## config.mk

```make
export PLATFORM = sky130hd
export DESIGN_NAME = mfga_div
export DESIGN_NICKNAME = d
export VERILOG_FILES = /design/src/sv/mesh_fit_and_ground_align_macros.svh /design/src/sv/mfga_pkg.sv /design/src/sv/mfga_div.sv
export SDC_FILE = /design/constraint.sdc
export NUM_CORES = 1
export LEC_CHECK = 0
export BUFFER_PORTS_ARGS = -buffer_cell sky130_fd_sc_hd__clkbuf_2
export CORE_ASPECT_RATIO = 0.75
export CORE_MARGIN = 10
export CORE_UTILIZATION = 50
export DETAILED_ROUTE_END_ITERATION = 8
export PLACE_DENSITY = 0.75
export SLEW_MARGIN = 20
export SYNTH_ARGS = -nofsm -noshare
export SYNTH_HDL_FRONTEND = slang
export SYNTH_SLANG_ARGS = --single-unit
```

## constraint.sdc

```tcl
create_clock -name clk -period 5.7 [get_ports clk]
set_input_delay 0.855 -clock clk [delete_from_list [all_inputs] [get_ports clk]]
set_output_delay 0.855 -clock clk [all_outputs]
set_load 0.01 [all_outputs]
```

## src/sv/mesh_fit_and_ground_align_macros.svh

```systemverilog
// ---------------------------------------------------------------------------
// mesh_fit_and_ground_align_macros
// Assertion helpers shared by the mesh normalizer RTL.
// ---------------------------------------------------------------------------
`ifndef MESH_FIT_AND_GROUND_ALIGN_MACROS_SVH
`define MESH_FIT_AND_GROUND_ALIGN_MACROS_SVH

// same-cycle implication, checked out of reset
`define MFGA_ASSERT_IMPL(label, ante, cons) \
  label: assert property (@(posedge clk) disable iff (!rst_n) (ante) |-> (cons)) \
    else $error("mfga assertion failed");

// next-cycle implication, checked out of reset
`define MFGA_ASSERT_NEXT(label, ante, cons) \
  label: assert property (@(posedge clk) disable iff (!rst_n) (ante) |=> (cons)) \
    else $error("mfga assertion failed");

`endif

```

## src/sv/mfga_pkg.sv

```systemverilog
// ---------------------------------------------------------------------------
// mfga_pkg
// Shared types and constants of the mesh fit and ground-align block.
// ---------------------------------------------------------------------------
package mfga_pkg;

  localparam int FRAC_BITS = 16;
  localparam int DIV_NUM_W = 64;
  localparam int DIV_DEN_W = 32;
  localparam int SQRT_IN_W = 64;
  localparam int SQRT_OUT_W = SQRT_IN_W / 2;

  localparam logic [31:0] DEF_FIT = 32'(2) << FRAC_BITS;
  localparam logic [31:0] ONE_FX = 32'(1) << FRAC_BITS;

  // action codes
  localparam logic [2:0] ACT_CLEAR  = 3'd0;
  localparam logic [2:0] ACT_ACCUM  = 3'd1;
  localparam logic [2:0] ACT_XFORM  = 3'd2;
  localparam logic [2:0] ACT_RENORM = 3'd3;
  localparam logic [2:0] ACT_REPORT = 3'd4;

  // config register indexes
  localparam logic REG_FIT = 1'b0;
  localparam logic REG_EN  = 1'b1;

  // transform source
  localparam logic [1:0] SRC_PT = 2'd0;
  localparam logic [1:0] SRC_LO = 2'd1;
  localparam logic [1:0] SRC_HI = 2'd2;

  typedef enum logic [4:0] {
    S_IDLE, S_EXT, S_SCALE, S_SCALE_W, S_DISP,
    S_XF_C, S_XF_D, S_XF_M, S_XF_R,
    S_NR_ABS, S_NR_MAX, S_NR_SH, S_NR_MUL, S_NR_ACC,
    S_NR_SQRT, S_NR_SQW, S_NR_DIV, S_NR_DIVW, S_EMIT
  } state_t;

  typedef struct packed {
    logic                 start;
    logic [DIV_NUM_W-1:0] num;
    logic [DIV_DEN_W-1:0] den;
  } div_req_t;

  typedef struct packed {
    logic busy;
    logic done;
  } unit_sts_t;

endpackage

```

## src/sv/mfga_div.sv

```systemverilog
// ---------------------------------------------------------------------------
// mfga_div
// Restoring unsigned divider, one quotient bit per cycle.
// ---------------------------------------------------------------------------
module mfga_div (
  input  logic                             clk,
  input  logic                             rst_n,
  input  mfga_pkg::div_req_t               req,
  output mfga_pkg::unit_sts_t              sts,
  output logic [mfga_pkg::DIV_NUM_W-1:0]   quo
);

  localparam int CW = $clog2(mfga_pkg::DIV_NUM_W + 1);

  logic [CW-1:0]                    cnt_r;
  logic                             done_r;
  logic [mfga_pkg::DIV_DEN_W-1:0]   rem_r;
  logic [mfga_pkg::DIV_NUM_W-1:0]   q_r;
  logic [mfga_pkg::DIV_DEN_W-1:0]   den_r;
  logic [mfga_pkg::DIV_DEN_W:0]     trial;
  logic                             fits;

  assign trial = {rem_r, q_r[mfga_pkg::DIV_NUM_W-1]};
  assign fits  = trial >= {1'b0, den_r};

  always_ff @(posedge clk) begin
    if (!rst_n) begin
      cnt_r  <= '0;
      done_r <= 1'b0;
    end else begin
      done_r <= 1'b0;
      if (req.start) begin
        cnt_r <= CW'(mfga_pkg::DIV_NUM_W);
      end else if (cnt_r != '0) begin
        cnt_r <= cnt_r - CW'(1);
        if (cnt_r == CW'(1)) done_r <= 1'b1;
      end
    end
  end

  always_ff @(posedge clk) begin
    if (req.start) begin
      rem_r <= '0;
      q_r   <= req.num;
      den_r <= req.den;
    end else if (cnt_r != '0) begin
      rem_r <= fits ? mfga_pkg::DIV_DEN_W'(trial - {1'b0, den_r})
                    : trial[mfga_pkg::DIV_DEN_W-1:0];
      q_r   <= {q_r[mfga_pkg::DIV_NUM_W-2:0], fits};
    end
  end

  assign sts.busy = cnt_r != '0;
  assign sts.done = done_r;
  assign quo      = q_r;

endmodule

```

After elaboration in Yosys (flattened, before gate mapping) --
Cells that the tools add are included.
Operators by class: add/sub/neg operators 2, reductions and logical operators 4, magnitude comparators 1, muxes and demuxes 6, bitwise gates (word level) 2, equal/unequal tests 1
Operators with widths (number):
- 64-bit 2-to-1 mux | 2
- 33-bit by 32-bit greater-or-equal comparator with 1-bit output | 1
- 32-bit 2-to-1 mux | 1
- 32-bit subtractor | 1
- 7-bit 2-to-1 mux | 2
- 7-bit by 1-bit == test with 1-bit output, second input constant | 1
- 7-bit nonzero test | 1
- 7-bit by 1-bit subtractor with 7-bit output, second input constant | 1
- 3-bit OR reduction | 1
- 1-bit NOT | 2
- 2-bit nonzero test | 1
- 2-bit OR reduction | 1
- 1-bit 2-to-1 mux | 1
Storage, ports and cells: bits in registers 136

Depth between registers and ports, before layout --
depth in word-level cells 3, depth in mapped cells 13, depth with buffers taken out 11

Worst setup path before layout --
No wires, ideal clock.
path kind input to register, start point in req[96] in the netlist's numbering, end point reg q_r (netlist bit quo[0]), enable pin, setup time 0.418 ns, data arrival time 2.482 ns, cell stages on the path 3, slack 2.800 ns, path buffers 1, cell sequence clkbuf_1 -> nor2_1 -> inv_1
On the way: longest elaborated chain between the ends 1
Ends and longest elaborated chain:
- start: declaration | RTL line mfga_div.sv:8 | input mfga_pkg::div_req_t req,
- 2-bit nonzero test (no line)
- end signal: assignment | RTL line mfga_div.sv:44 | q_r <= req.num;
- end signal: assignment | RTL line mfga_div.sv:49 | q_r <= {q_r[mfga_pkg::DIV_NUM_W-2:0], fits};
- end: declaration | RTL line mfga_div.sv:18 | logic [mfga_pkg::DIV_NUM_W-1:0] q_r;
No other way between the ends. A chain may end at the register's enable or synchronous reset.

Worst setup path after layout --
start point reg den_r[6] in the netlist's numbering, end point reg rem_r[4] in the netlist's numbering
On the way: longest elaborated chain between the ends 2
Ends and longest elaborated chain:
- start: declaration | RTL line mfga_div.sv:19 | logic [mfga_pkg::DIV_DEN_W-1:0] den_r;
- start signal: assignment | RTL line mfga_div.sv:45 | den_r <= req.den;
- 33-bit by 32-bit greater-or-equal comparator with 1-bit output | RTL line mfga_div.sv:24 | assign fits = trial >= {1'b0, den_r};
- 32-bit 2-to-1 mux | RTL line mfga_div.sv:47 | rem_r <= fits ? mfga_pkg::DIV_DEN_W'(trial - {1'b0, den_r})
- end signal: assignment | RTL line mfga_div.sv:47
- end: declaration | RTL line mfga_div.sv:17 | logic [mfga_pkg::DIV_DEN_W-1:0] rem_r;
No other way between the ends.

==> results.toml <==
[synth]
yosysMostFrequentCell = "edfxtp_1"
synthTopCellsByCount = "edfxtp_1, nand2_1, mux2_2"
yosysWarningCount = 0
synth-edff-count = 96
synth_simple_gate_area_share_pct = 11.5
syn_area_per_cell_um2 = 10.8
ys_types = 62
synth_seq_cells = 136
syn_area_um2 = 7370
synth_nets = 818
synthAdderAreaFrac_pct = 6.04
ys_async_sr_fraction_pct = 0
yosys_most_used_dff = "edfxtp_1"
ys_seq_area_share_pct = 50.0
synth_top_family_by_area = "compound AO/OA/AOI/OAI gates"
synth_area_leaders = "edfxtp_1, dfxtp_1, mux2_2, ha_1, nand2_1"
synth_top_area_cell = "edfxtp_1"
synth.top_cell.area_share_pct = 39.1
muxShareOfSynthArea_pct = 10.3
synth_compound_area_share_pct = 14.7
syn_inst = 684
synthXorXnorAreaFrac_pct = 3.21

[clocking]
root_buffer = "clkbuf_16"
cts_max_path_buffers = 2
clk_pin_slew_ps = 60
clk_latency_ps = 420
cts_buffers = 17
cts_tree = "yes"
cts_max_level = 4
numClockSinks = 136
post-cts-setup-buffers = 0
cts_resized = 0
hold_buffers = 0

[drt]
drc = 0
ant_nets = 0
routed.top_layer = "met4"
routed_via_density = 5.61
wl_per_cell_um = 18.6
dr_wl_met3_mm = 1.24
wirelength_mm = 19.6
drt-initial-drc-count = 673
routed-via-count = 5889
wl_met2_mm = 9.20
met1Wirelength_mm = 8.86
dr.pass1.iters = 5

[setup_path]
worst_path_largest_cell_delay_ps = 700
crit_top_cell = "o21ai_2"
arrival_ps = 3680
path_class = "reg2reg"
cp_cell_sequence = "inv_1, ha_1, o21ai_2, a221oi_2, o21ai_2, o211a_1, or4_1, nand2_2, nand3_1, a311oi_1"
r2r_start = "den_r[6]$_DFFE_PP_"
cp_top_family = "simple AND/OR/NAND/NOR gates"
path_buf_inv = 1
r2r_slack_ps = 2340
crit_slowest_cell = "or4_1"
cp-start-kind = "flop"
crit_path_end_kind = "flop"
rr_endpoint = "rem_r[4]$_SDFFE_PP0P_"
reg2reg_depth = 10
crit_required_ps = 6020
critPathMaxFanout = 24

[cells_and_area]
drive_gt1_share_pct = 32.5
diodes = 0
final_net_count = 971
stdcell_count = 1050
area_growth_syn_to_layout_pct = 20.9

[global_route]
track_usage_pct = 18.8
antenna_found_initial = 0
grt_max_degree = 70
grt_pass1_vias = 5801
overflow = 0
grt_pass1_wl_mm = 30.9

[timing]
slew_violations = 0
fin_ws_ps = 2340
finalSetupTns_ps = 0
setup_viol = 0
rsz0062_at_grt = "no"
min_period_over_period_pct = 59.0
worst_pin_slew_ps = 862
hold_viol_final = 0
max_freq_mhz = 297
finalCriticalPeriod_ps = 3360
skew_ps = 10.8
max_slew_margin_pct = 42.5

[pwr]
p_per_area_nw_per_um2 = 566
irDropWorstVdd_mv = 0.325
power_mw = 5.05
leakage_nw = 3.88

[outcome]
outcome = "finished, final reports clean"

[floorplanning]
start_util_pct = 51.0
die_area_um2 = 20000
rows = 38
die_h_um = 125
io_pins = 165
fp.dieW_um = 160
coreArea_um2 = 14500

[place]
place.gp.congestion = 0.972
io_buffers = 164
dp_slack_ps = 2400
dp_cells = 1018
dpl.hpwl_mm = 14.1

[flow_run]
maxCapViolations = 0

[worst_hold_path]
whs_endpoint = "cnt_r[6]$_SDFFE_PN0P_"
hp-start = "cnt_r[6]$_SDFFE_PN0P_"
min_path_cells = 2
hold_class = "reg2reg"
## how the worst max path moves through the flow
stage / from / endpoint / slack (ps) / depth (start not counted)
3_5_place_dp: den_r[1]$_DFFE_PP_ / rem_r[22]$_SDFFE_PP0P_ / 2400 / 11
6_report: den_r[6]$_DFFE_PP_ / rem_r[4]$_SDFFE_PP0P_ / 2340 / 10
4_1_cts: den_r[6]$_DFFE_PP_ / rem_r[22]$_SDFFE_PP0P_ / 2370 / 11
5_1_grt: quo[63]$_DFFE_PP_ / rem_r[30]$_SDFFE_PP0P_ / 1990 / 11
3_3_place_gp: den_r[1]$_DFFE_PP_ / rem_r[22]$_SDFFE_PP0P_ / 2420 / 11
2_1_floorplan: req[96] / quo[0]$_DFFE_PP_ / 2800 / 3
## worst min-delay path, delay by kind of cell, from the launching register on
family             cells  cell delay [ps]
AOI/OAI and AO/OA      2              130
DFF                    1              320
## cell families (layout without fill, tap and decap cells)
group,Yosys count,in the layout
fa+ha+maj,35,35
simple gates,189,189
flops,136,136
mux,68,68
buf+inv,77,243
compound gates,152,152
xor+xnor,27,27
## layout by cell type, fill, tap and decap left out, types with 3 or more instances in the layout
| master | n |
|---|---|
| nor2_1 | 60 |
| buf_4 | 6 |
| mux2_2 | 64 |
| nand2b_1 | 4 |
| nand3_1 | 9 |
| o21ai_0 | 15 |
| xnor2_1 | 14 |
| nand2_1 | 69 |
| inv_1 | 41 |
| o21bai_1 | 5 |
| and3_1 | 7 |
| clkbuf_16 | 17 |
| o31ai_1 | 4 |
| a21boi_0 | 4 |
| nor2b_1 | 5 |
| clkbuf_2 | 163 |
| or2_2 | 3 |
| a21oi_1 | 37 |
| nand4_1 | 13 |
| a311oi_1 | 23 |
| a221o_1 | 3 |
| clkinv_4 | 3 |
| a21o_1 | 12 |
| ha_1 | 34 |
| xor2_1 | 13 |
| inv_6 | 5 |
| edfxtp_1 | 96 |
| a211oi_1 | 7 |
| a31oi_1 | 7 |
| o21a_1 | 8 |
| mux2i_1 | 4 |
| nor3_1 | 8 |
| and2_1 | 3 |
| dfxtp_1 | 40 |
## cell type report
class | count | area [um^2]
clock buffer | 17 | 425
clock inverter | 15 | 163
fill | 1196 | 5550
inverter | 42 | 158
multi-input combinational | 471 | 3370
sequential | 136 | 3680
tap | 200 | 250
timing repair buffer | 169 | 861
## stage by stage
step                util [%]  cell area (um^2)  hold slack, ps
finish                  61.6              8910             488
global route            61.6              8910             514
CTS                     61.6              8910             485
detailed placement      57.6              8320             476
global placement        57.6              8320             472
floorplan                  -              7370             449
## report_power, final
group / internal (mW) / switching (mW) / total (mW)
Combinational: 0.888 / 1.41 / 2.30
Clock: 0.618 / 0.477 / 1.09
Sequential: 1.45 / 0.209 / 1.66
Total: 2.95 / 2.09 / 5.05
## metal layers
layer / up-vias / global-route usage, %
li1: 2841 / -
met1: 2797 / 25.0
met2: 231 / 30.2
met4: 0 / 5.23
met3: 20 / 4.13
met5: - / 0
## state kept, by name, indices dropped and copies added (netlist names)
signal and cells:
rem_r 32, cnt_r 7, quo 64, done_r 1, den_r 32
No activity file was read; power rests on OpenSTA's default activity.
