===== src/sv/mesh_fit_and_ground_align_macros.svh =====
// ---------------------------------------------------------------------------
// mesh_fit_and_ground_align_macros
// Assertion helpers shared by the mesh normalizer RTL.
// ---------------------------------------------------------------------------
`ifndef MESH_FIT_AND_GROUND_ALIGN_MACROS_SVH
`define MESH_FIT_AND_GROUND_ALIGN_MACROS_SVH

// same-cycle implication, checked out of reset
`define MFGA_ASSERT_IMPL(label, ante, cons) \
  label: assert property (@(posedge clk) disable iff (!rst_n) (ante) |-> (cons)) \
    else $error("mfga assertion failed");

// next-cycle implication, checked out of reset
`define MFGA_ASSERT_NEXT(label, ante, cons) \
  label: assert property (@(posedge clk) disable iff (!rst_n) (ante) |=> (cons)) \
    else $error("mfga assertion failed");

`endif


===== src/sv/mfga_pkg.sv =====
// ---------------------------------------------------------------------------
// mfga_pkg
// Shared types and constants of the mesh fit and ground-align block.
// ---------------------------------------------------------------------------
package mfga_pkg;

  localparam int FRAC_BITS = 16;
  localparam int DIV_NUM_W = 64;
  localparam int DIV_DEN_W = 32;
  localparam int SQRT_IN_W = 64;
  localparam int SQRT_OUT_W = SQRT_IN_W / 2;

  localparam logic [31:0] DEF_FIT = 32'(2) << FRAC_BITS;
  localparam logic [31:0] ONE_FX = 32'(1) << FRAC_BITS;

  // action codes
  localparam logic [2:0] ACT_CLEAR  = 3'd0;
  localparam logic [2:0] ACT_ACCUM  = 3'd1;
  localparam logic [2:0] ACT_XFORM  = 3'd2;
  localparam logic [2:0] ACT_RENORM = 3'd3;
  localparam logic [2:0] ACT_REPORT = 3'd4;

  // config register indexes
  localparam logic REG_FIT = 1'b0;
  localparam logic REG_EN  = 1'b1;

  // transform source
  localparam logic [1:0] SRC_PT = 2'd0;
  localparam logic [1:0] SRC_LO = 2'd1;
  localparam logic [1:0] SRC_HI = 2'd2;

  typedef enum logic [4:0] {
    S_IDLE, S_EXT, S_SCALE, S_SCALE_W, S_DISP,
    S_XF_C, S_XF_D, S_XF_M, S_XF_R,
    S_NR_ABS, S_NR_MAX, S_NR_SH, S_NR_MUL, S_NR_ACC,
    S_NR_SQRT, S_NR_SQW, S_NR_DIV, S_NR_DIVW, S_EMIT
  } state_t;

  typedef struct packed {
    logic                 start;
    logic [DIV_NUM_W-1:0] num;
    logic [DIV_DEN_W-1:0] den;
  } div_req_t;

  typedef struct packed {
    logic busy;
    logic done;
  } unit_sts_t;

endpackage


===== src/sv/mfga_sqrt.sv =====
// ---------------------------------------------------------------------------
// mfga_sqrt
// Integer square root, two radicand bits per cycle.
// ---------------------------------------------------------------------------
module mfga_sqrt (
  input  logic                              clk,
  input  logic                              rst_n,
  input  logic                              start,
  input  logic [mfga_pkg::SQRT_IN_W-1:0]    radicand,
  output mfga_pkg::unit_sts_t               sts,
  output logic [mfga_pkg::SQRT_OUT_W-1:0]   root
);

  localparam int OW = mfga_pkg::SQRT_OUT_W;
  localparam int CW = $clog2(OW + 1);

  logic [CW-1:0]                    cnt_r;
  logic                             done_r;
  logic [OW+1:0]                    rem_r;
  logic [OW-1:0]                    root_r;
  logic [mfga_pkg::SQRT_IN_W-1:0]   v_r;
  logic [OW+3:0]                    tmp;
  logic [OW+3:0]                    trial;

  assign tmp   = {rem_r, v_r[mfga_pkg::SQRT_IN_W-1 -: 2]};
  assign trial = {2'b00, root_r, 2'b01};

  always_ff @(posedge clk) begin
    if (!rst_n) begin
      cnt_r  <= '0;
      done_r <= 1'b0;
    end else begin
      done_r <= 1'b0;
      if (start) begin
        cnt_r <= CW'(OW);
      end else if (cnt_r != '0) begin
        cnt_r <= cnt_r - CW'(1);
        if (cnt_r == CW'(1)) done_r <= 1'b1;
      end
    end
  end

  always_ff @(posedge clk) begin
    if (start) begin
      rem_r  <= '0;
      root_r <= '0;
      v_r    <= radicand;
    end else if (cnt_r != '0) begin
      v_r <= v_r << 2;
      if (tmp >= trial) begin
        rem_r  <= (OW+2)'(tmp - trial);
        root_r <= {root_r[OW-2:0], 1'b1};
      end else begin
        rem_r  <= tmp[OW+1:0];
        root_r <= {root_r[OW-2:0], 1'b0};
      end
    end
  end

  assign sts.busy = cnt_r != '0;
  assign sts.done = done_r;
  assign root     = root_r;

endmodule

===== config.mk =====
export PLATFORM = sky130hd
export DESIGN_NAME = mfga_sqrt
export DESIGN_NICKNAME = d
export VERILOG_FILES = /design/src/sv/mesh_fit_and_ground_align_macros.svh /design/src/sv/mfga_pkg.sv /design/src/sv/mfga_sqrt.sv
export SDC_FILE = /design/constraint.sdc
export NUM_CORES = 1
export LEC_CHECK = 0
export ABC_CLOCK_PERIOD_IN_PS = 8800
export CAP_MARGIN = 15
export CORE_MARGIN = 8
export CORE_UTILIZATION = 61
export CTS_BUF_LIST = sky130_fd_sc_hd__clkbuf_16
export CTS_CLUSTER_DIAMETER = 50
export CTS_CLUSTER_SIZE = 10
export DETAILED_ROUTE_END_ITERATION = 10
export DONT_BUFFER_PORTS = 1
export PLACE_DENSITY = 0.8
export SYNTH_ARGS = -nofsm -noshare
export SYNTH_HDL_FRONTEND = slang
export SYNTH_SLANG_ARGS = --single-unit

===== constraint.sdc =====
create_clock -name clk -period 8.8 [get_ports clk]
set_clock_uncertainty 0.2 [all_clocks]
set_input_delay 0.44 -clock clk [delete_from_list [all_inputs] [get_ports clk]]
set_output_delay 0.44 -clock clk [all_outputs]
set_load 0.05 [all_outputs]

After elaboration in Yosys (flattened, before gate mapping). Index checks and enable logic that the tools add are counted.

$add $sub $neg: 2. Order comparisons: 1. Equal/unequal tests: 1. Multiplexer cells: 7. Bitwise logic cells: 2. Reduce and logical (&&, ||, !) cells: 4.

Operator list (number): $mux W64 (2); $ge A36 B34 Y1 (1); $mux W34 (1); $sub A34 B34 Y34 (1); $mux W6 (2); $eq A6 B1 Y1 const B (1); $reduce_bool A6 Y1 (1); $sub A6 B1 Y6 const B (1); $reduce_or A3 Y1 (1); $mux W1 (2); $not A1 Y1 (2); $reduce_bool A2 Y1 (1); $reduce_or A2 Y1 (1).

Bits in registers: 137. Input bits: 67. Output and inout bits: 34. Word-level logic and storage cells: 23.

Logic depth before layout (Yosys ltp). Gate-level depths: netlist of the first run.

Depth in word-level cells: 3. Depth in mapped cells: 13. Depth with buffers taken out: 10.

Worst setup path after synthesis of the first run. No wires, ideal clock.

Path kind: reg2reg. Start: register root_r[11], in the netlist root[11]. End: register rem_r[20]. Setup time: 0.117 ns. Arrival time: 2.862 ns. Required time: 8.483 ns. Slack: 5.621 ns. Cell stages (with the launch flop): 12. Clock period less this slack: 3.179 ns. Path through: dfxtp_1 -> inv_1 -> ha_1 -> buf_6 -> a21o_1 -> a311oi_2 -> nand4b_2 -> a31o_4 -> a21o_1 -> buf_6 -> mux2_4 -> a22o_1.

Longest elaborated chain between the ends: 2.

Ends and longest elaborated chain: start, declared (RTL line mfga_sqrt.sv:20) `logic [OW-1:0] root_r;`; start signal, assigned (RTL line mfga_sqrt.sv:52) `root_r <= {root_r[OW-2:0], 1'b1};`; start signal, assigned (RTL line mfga_sqrt.sv:55) `root_r <= {root_r[OW-2:0], 1'b0};`; $sub A34 B34 Y34 / $ge A36 B34 Y1 (equally long branches) (RTL line mfga_sqrt.sv:51, mfga_sqrt.sv:50); $mux W34 (*) (RTL line mfga_sqrt.sv:50) `if (tmp >= trial) begin`; end signal, assigned (RTL line mfga_sqrt.sv:51) `rem_r <= (OW+2)'(tmp - trial);`; end signal, assigned (RTL line mfga_sqrt.sv:54) `rem_r <= tmp[OW+1:0];`; end, declared (RTL line mfga_sqrt.sv:19) `logic [OW+1:0] rem_r;`.

Mark *: on every way between the ends. The rest lies on a longest branch, timed or not. A chain may end at the register's enable or synchronous reset.

Worst setup path after layout of the first run.
Start: register root_r[20], in the netlist root[20]. End: register rem_r[20].

Longest elaborated chain between the ends: 2.

Ends and longest elaborated chain (RTL line): $ge A36 B34 Y1 (mfga_sqrt.sv:50); $mux W34 (mfga_sqrt.sv:50).

Every way passes these cells.

==> impl_metrics.toml, run 1 <==
[die]
die_area_mm2 = 0.01659
die_w_um = 128.8
initial_core_util_pct = 62.03
io_pins = 101
core-area_mm2 = 0.01252
dieHeight_um = 128.8
rows = 41

[final_layout]
num_antenna_cells = 0
nFillCells = 980
areaGrowthSynthToFinish_pct = 7.752
final_common_cell = "nand2_1"
drive_gt1_share_pct = 14.75
fin_nets = 897
final_cell_mix = "nand2_1 (118), a21oi_1 (73), dfxtp_1 (73), edfxtp_1 (64), mux2_2 (63)"

[clocking]
clk_path_buf_depth = 2
cts-root-buf = "clkbuf_16"
cts_buffers = 17
cts_max_level = 4
clkTransAtPathRegs_ps = 70
clock_sinks = 137
clk_latency_ps = 430
cts_setup_buffers = 0
tritoncts = "done"

[critical_path]
crit_path_start_kind = "flip-flop"
critPathBufInv = 1
crit_path_top_delay_cell = "a21o_1"
critPathArrivalTime_ps = 4400
crit_path_end_kind = "flip-flop"
path_cells = "inv_1 -> ha_1 -> nand2_1 -> o21ai_1 -> a211oi_1 -> o31ai_1 -> a31o_4 -> a21o_1 -> mux2_4 -> a22o_1"
worstSetupPathType = "reg -> reg"
cp.required_ps = 8910
crit_family = "compound AO/OA/AOI/OAI gates"
crit_fanout = 28
slowest_delay_ps = 900

[detailed_routing]
firstDrtPassIters = 5
route.met2.wl_um = 8193
route.met3.wl_um = 1873
final_antenna_net_count = 0
drc = 0
top_layer_used = "met4"
dr.first_iter.drc_count = 449
wl_met1_um = 7240
routed_wirelength_um = 17630
vias = 5914
via_per_inst = 6.041
routedWlPerCell_um = 18.01

[synth]
netlist_instances = 815
yosysSeqAreaShare_pct = 43.58
synth_flop_cell = "dfxtp_1"
syn_nets = 918
ys_warn_count = 0
syn_area_per_cell_um2 = 9.526
synthTopCellsByArea = "edfxtp_1 (25%), dfxtp_1 (19%), mux2_2 (9.1%)"
syn-cell-area_mm2 = 0.007764
synth_enable_flop_cells = 64
synth.distinct_cells = 63
ys_seq_elements = 137
yosysTopAreaCell = "edfxtp_1"
synth_top_area_share_pct = 24.75
synth-async-reset-ratio_pct = 0

[sta]
tightest_slew_ps = 1173
finalSetupViolations = 0
fin_tns_setup_ps = 0
fin_crit_ps = 4283
fin_crit_sh_pct = 48.67
hold_violations = 0
slew_headroom_pct = 21.77
rsz0062_at_grt = "no"
slew_viol_final = 0
max_freq_mhz = 233.5

[global_route]
track_usage_pct = 21.84
grt_pass1_vias = 5885
antenna_found_initial = 0
grt_overflow = 0
grt_pass1_wl_um = 28890
grt_max_degree = 89

[status]
outcome = "finished, final reports clean"

[place]
post-dp-hpwl_um = 11950
routabilityCongestion = 0.9325
port_buffers = 0

[job]
max_cap_viol_count = 0

[power]
power.density_mw_per_mm2 = 398.4
finalPower_w = 0.003333
peakVddDrop_uv = 219.5
p_leak_nw = 3.213

[hold_path]
hold_path_class = "in -> reg"
timing repair:
item,4_1_cts,5_1_grt
hold buffers,3,0
gates resized for setup,0,0
hold endpoints to repair,61,0
report_power, final:
part / leakage, nW / total (W) / switching, W / internal, W
Combinational: 1.68 / 0.00168 / 0.00100 / 0.000678
Clock: 0.273 / 0.000671 / 0.000299 / 0.000372
Sequential: 1.26 / 0.000981 / 0.000118 / 0.000863
Total: 3.21 / 0.00333 / 0.00142 / 0.00191
worst paths after layout:
| check | from | to | slack (ps) | depth (start not counted) |
|---|---|---|---|---|
| setup / recovery | root[20] | rem_r[20] | 4520 | 10 |
| hold / removal | radicand[48] | v_r[48] | 30 | 1 |
| setup reg to reg | root[20] | rem_r[20] | 4520 | 10 |
| hold reg to reg | rem_r[24] | rem_r[24] | 300 | 2 |
sequential cells by signal, summed over array words and instances, names as in the netlist:
name	count
cnt_r	6
root	32
v_r	64
done_r	1
rem_r	34
cell usage after synthesis (4+ instances only):
cell      count
nor2_1       61
a311oi_1     11
edfxtp_1     64
a211oi_1     13
inv_1        48
nand2_1     118
nand2b_1      9
nor4_1        5
o211ai_1      4
xor2_1       14
nand3_1      11
xnor2_1      18
buf_1         7
ha_1         36
a31oi_1      11
a21oi_1      73
clkbuf_1     22
buf_6         7
and3_1        6
mux2_2       63
a31o_2        4
o21ai_0      20
dfxtp_1      73
mux2i_1       8
buf_4         4
nand4_1       8
o21bai_1      4
o31ai_1       6
buf_2         5
nor3_1       11
a21o_1       16
nor3b_1       7
kinds of logic (layout without fill, tap and decap cells):
kind of cell | count (synthesis) | in the layout | synth area share [%]
muxes | 72 | 72 | 10.36
AOI/OAI and AO/OA | 191 | 191 | 16.42
DFF | 137 | 137 | 43.58
and+or+nand+nor | 252 | 252 | 14.67
adders and majority gates | 36 | 36 | 5.802
buffers and inverters | 95 | 87 | 5.560
xor gates and xnor gates | 32 | 32 | 3.610
per-stage QoR:
step                cell area (um^2)  cells  worst slack (ps)  utilization, %  hold WS [ps]
CTS                             8366    979              4609           66.83         16.03
floorplan                       7764    815              5621               -         248.9
detailed placement              7760    944              4639           62.00         265.2
global placement                7760    944              4827           62.00         266.1
global route                    8366    979              4252           66.83         8.329
finish                          8366    979              4517           66.83         30.28
metal layers:
| layer | vias up | track usage, % |
|---|---|---|
| li1 | 2885 | - |
| met1 | 2752 | 25.46 |
| met2 | 241 | 35.34 |
| met3 | 36 | 9.888 |
| met4 | 0 | 6.634 |
| met5 | - | 0 |
layout make-up:
class	instances	area [um^2]	area share (%)
Sequential cell	137	3383	40.44
Multi-Input combinational cell	583	3955	47.28
Timing Repair Buffer	6	70.07	0.8376
Clock inverter	15	132.6	1.585
Tap cell	172	215.2	2.573
Inverter	49	183.9	2.199
Clock buffer	17	425.4	5.085
worst register-to-register path: cells and delay by family (launching register included):
kind                       cells  cell delay (ps)
muxes                          1              380
DFF                            1              680
adders and majority gates      1              460
AOI/OAI and AO/OA              6             2200
and+or+nand+nor                1              140
buffers and inverters          1              110
Note: power is estimated with default switching activity, not from simulation.
==> inputs of run 2 (changes only) <==
--- a/config.mk
+++ b/config.mk
@@ -5,7 +5,8 @@
 export SDC_FILE = /design/constraint.sdc
 export NUM_CORES = 1
 export LEC_CHECK = 0
-export ABC_CLOCK_PERIOD_IN_PS = 8800
+export ABC_AREA = 1
+export ABC_CLOCK_PERIOD_IN_PS = 4200
 export CAP_MARGIN = 15
 export CORE_MARGIN = 8
 export CORE_UTILIZATION = 61
==> constraint.sdc (replaced) <==
create_clock -name clk -period 4.2 [get_ports clk]
set_clock_uncertainty 0.2 [all_clocks]
set_input_delay 0.21 -clock clk [delete_from_list [all_inputs] [get_ports clk]]
set_output_delay 0.21 -clock clk [all_outputs]
set_load 0.05 [all_outputs]
==> impl_metrics.toml, run 2 <==
[status]
outcome = "finished, final reports clean"

[clocking]
post_cts_resized = 0
clk_latency_ps = 430
cts_max_level = 4
clk_path_buf_depth = 2
tritoncts = "done"
clkTransAtPathRegs_ps = 60
cts_setup_buffers = 0
clock_sinks = 137
cts-root-buf = "clkbuf_16"
cts_buffers = 17

[detailed_routing]
drc = 0
dr.first_iter.drc_count = 612
vias = 7677
routed_wirelength_um = 22730
routedWlPerCell_um = 16.09
final_antenna_net_count = 0
via_per_inst = 5.437
firstDrtPassIters = 5

[critical_path]
r2r_setup_slack_ps = 400
slowest_delay_ps = 630
crit_path_frequent_cell = "nand2_1"
critPathBufInv = 4
crit_path_start_kind = "flip-flop"
crit_family = "simple AND/OR/NAND/NOR gates"
startpoint = "root[8]"
worstSetupPathType = "reg -> reg"
crit_path_end_kind = "flip-flop"
cp.required_ps = 4310
r2r_start = "root[8]"
crit_fanout = 37
critPathArrivalTime_ps = 3910
crit_path_top_delay_cell = "dfxtp_1"
path_cells = "inv_1 -> ha_1 -> nand2_2 -> inv_1 -> nand2_1 -> nand2_1 -> inv_1 -> nand2_1 -> nand2_1 -> nand3_2 -> nand3_4 -> nand2_8 -> nand2_1 -> nand2_1 -> a21oi_2 -> dlygate4sd3_1"

[final_layout]
fin_cells = 1412
final_common_cell = "nand2_1"
design_area_mm2 = 0.009594
seq_area_mm2 = 0.003383
final_cell_mix = "nand2_1 (473), inv_1 (169), nand3_1 (90), dfxtp_1 (73), dlygate4sd3_1 (67)"
fin_nets = 1325
drive_gt1_share_pct = 5.749
areaGrowthSynthToFinish_pct = 17.82
multi_input_area_mm2 = 0.003933
largest_reg_flops = 64
top_register = "v_r"
nFillCells = 1049

[synth]
synthTopCellsByArea = "edfxtp_1 (24%), nand2_1 (22%), dfxtp_1 (18%)"
synth_enable_flop_cells = 64
synth_xor_area_share_pct = 2.044
syn-cell-area_mm2 = 0.008143
synth_flop_cell = "dfxtp_1"
ys_warn_count = 0
synth_top_area_share_pct = 23.60
syn_area_per_cell_um2 = 7.032
synth-simple-area-share_pct = 34.00
synth_compound_area_share_pct = 6.715
yosysSeqAreaShare_pct = 41.55
synth_common_cells = "nand2_1 (473), inv_1 (168), nand3_1 (90), dfxtp_1 (73), edfxtp_1 (64)"
yosysTopAreaCell = "edfxtp_1"
ys_seq_elements = 137
synth_top_family_by_area = "simple AND/OR/NAND/NOR gates"
synth_adder_area_share_pct = 5.532
synth-async-reset-ratio_pct = 0
synthMuxAreaShare_pct = 0
yosysMostFrequentCell = "nand2_1"
netlist_instances = 1158
synth.distinct_cells = 36
syn_nets = 1261

[sta]
slew_viol_final = 0
setup_ws_ps = 400.8
fin_crit_ps = 3799
fin_tns_setup_ps = 0
finalSetupViolations = 0
max_freq_mhz = 263.2
rsz0062_at_grt = "no"
fin_crit_sh_pct = 90.46
hold_violations = 0
tightest_slew_ps = 822.7
slew_headroom_pct = 45.02

[job]
max_cap_viol_count = 0

[hold_path]
hold_path_class = "in -> reg"
hp-start = "start"

[die]
die_area_mm2 = 0.01730
core-area_mm2 = 0.01314
initial_core_util_pct = 61.98
io_pins = 101
dieHeight_um = 131.5
die_w_um = 131.5
rows = 42

[place]
routabilityCongestion = 0.9417
dpl-instance-area_mm2 = 0.008302
port_buffers = 0
dp_cells = 1310
post-dp-hpwl_um = 14020
dp_slack_ps = 989.6

[global_route]
grt_max_degree = 86
grt_overflow = 0
grt_pass1_wl_um = 36920
grt_pass1_vias = 7512
track_usage_pct = 25.93
antenna_found_initial = 1

[power]
finalPower_w = 0.007377
p_leak_nw = 4.776
power.density_mw_per_mm2 = 768.9
peakVddDrop_uv = 498.8
## run 2: cell families (layout without fill, tap and decap cells)
group | Yosys count | after routing
xor+xnor | 19 | 19
simple gates | 660 | 660
flops | 137 | 137
fa+ha+maj | 36 | 36
buf+inv | 210 | 287
compound gates | 96 | 96
other cells | 0 | 1
## run 2: report_power, final
group | internal (W) | switching, W
combinational | 0.00138 | 0.00262
sequential | 0.00173 | 0.000151
clock | 0.000874 | 0.000623
## run 2: layer usage
metal / up-vias / global-route usage (%) / part of all wire [%]
met4: 0 / 9.636 / 2.6
met1: 3529 / 30.66 / 42
li1: 3791 / - / -
met3: 54 / 6.669 / 7.0
met2: 303 / 44.46 / 48
met5: - / 0 / 0
## run 2: worst register-to-register path, stage by stage (launching register included)
cell           delay (ps)
dfxtp_1               630
inv_1                 170
ha_1                  400
nand2_2               120
inv_1                  70
nand2_1                50
nand2_1                90
inv_1                  60
nand2_1                70
nand2_1                60
nand3_2               100
nand3_4               380
nand2_8               420
nand2_1               130
nand2_1               120
a21oi_2                50
dlygate4sd3_1         560
## run 2: layout make-up
class / count / share of cell area (%)
antenna: 1 / 0.02608
tap: 176 / 2.295
timing repair buffer: 83 / 8.659
multi-input combinational: 811 / 40.99
sequential: 137 / 35.26
clock inverter: 15 / 1.578
inverter: 172 / 6.755
clock buffer: 17 / 4.434
## run 2: stage by stage
stage | hold slack, ps | utilization (%)
2_1_floorplan | 141.8 | -
3_3_place_gp | 79.32 | 63.19
3_5_place_dp | 78.68 | 63.19
4_1_cts | 24.17 | 72.90
5_1_grt | 58.35 | 73.03
6_report | 40.13 | 73.03
## run 2: what timing repair did
| action | in CTS | in global routing |
|---|---|---|
| setup endpoints to repair | 0 | 0 |
| endpoints found under the hold margin | 73 | 0 |
| hold buffers | 68 | 0 |
## run 2: final timing paths
path	endpoint	cells after the start
setup / recovery	rem_r[0]	16
hold / removal	rem_r[32]	4
setup reg to reg	rem_r[0]	16
hold reg to reg	rem_r[32]	2
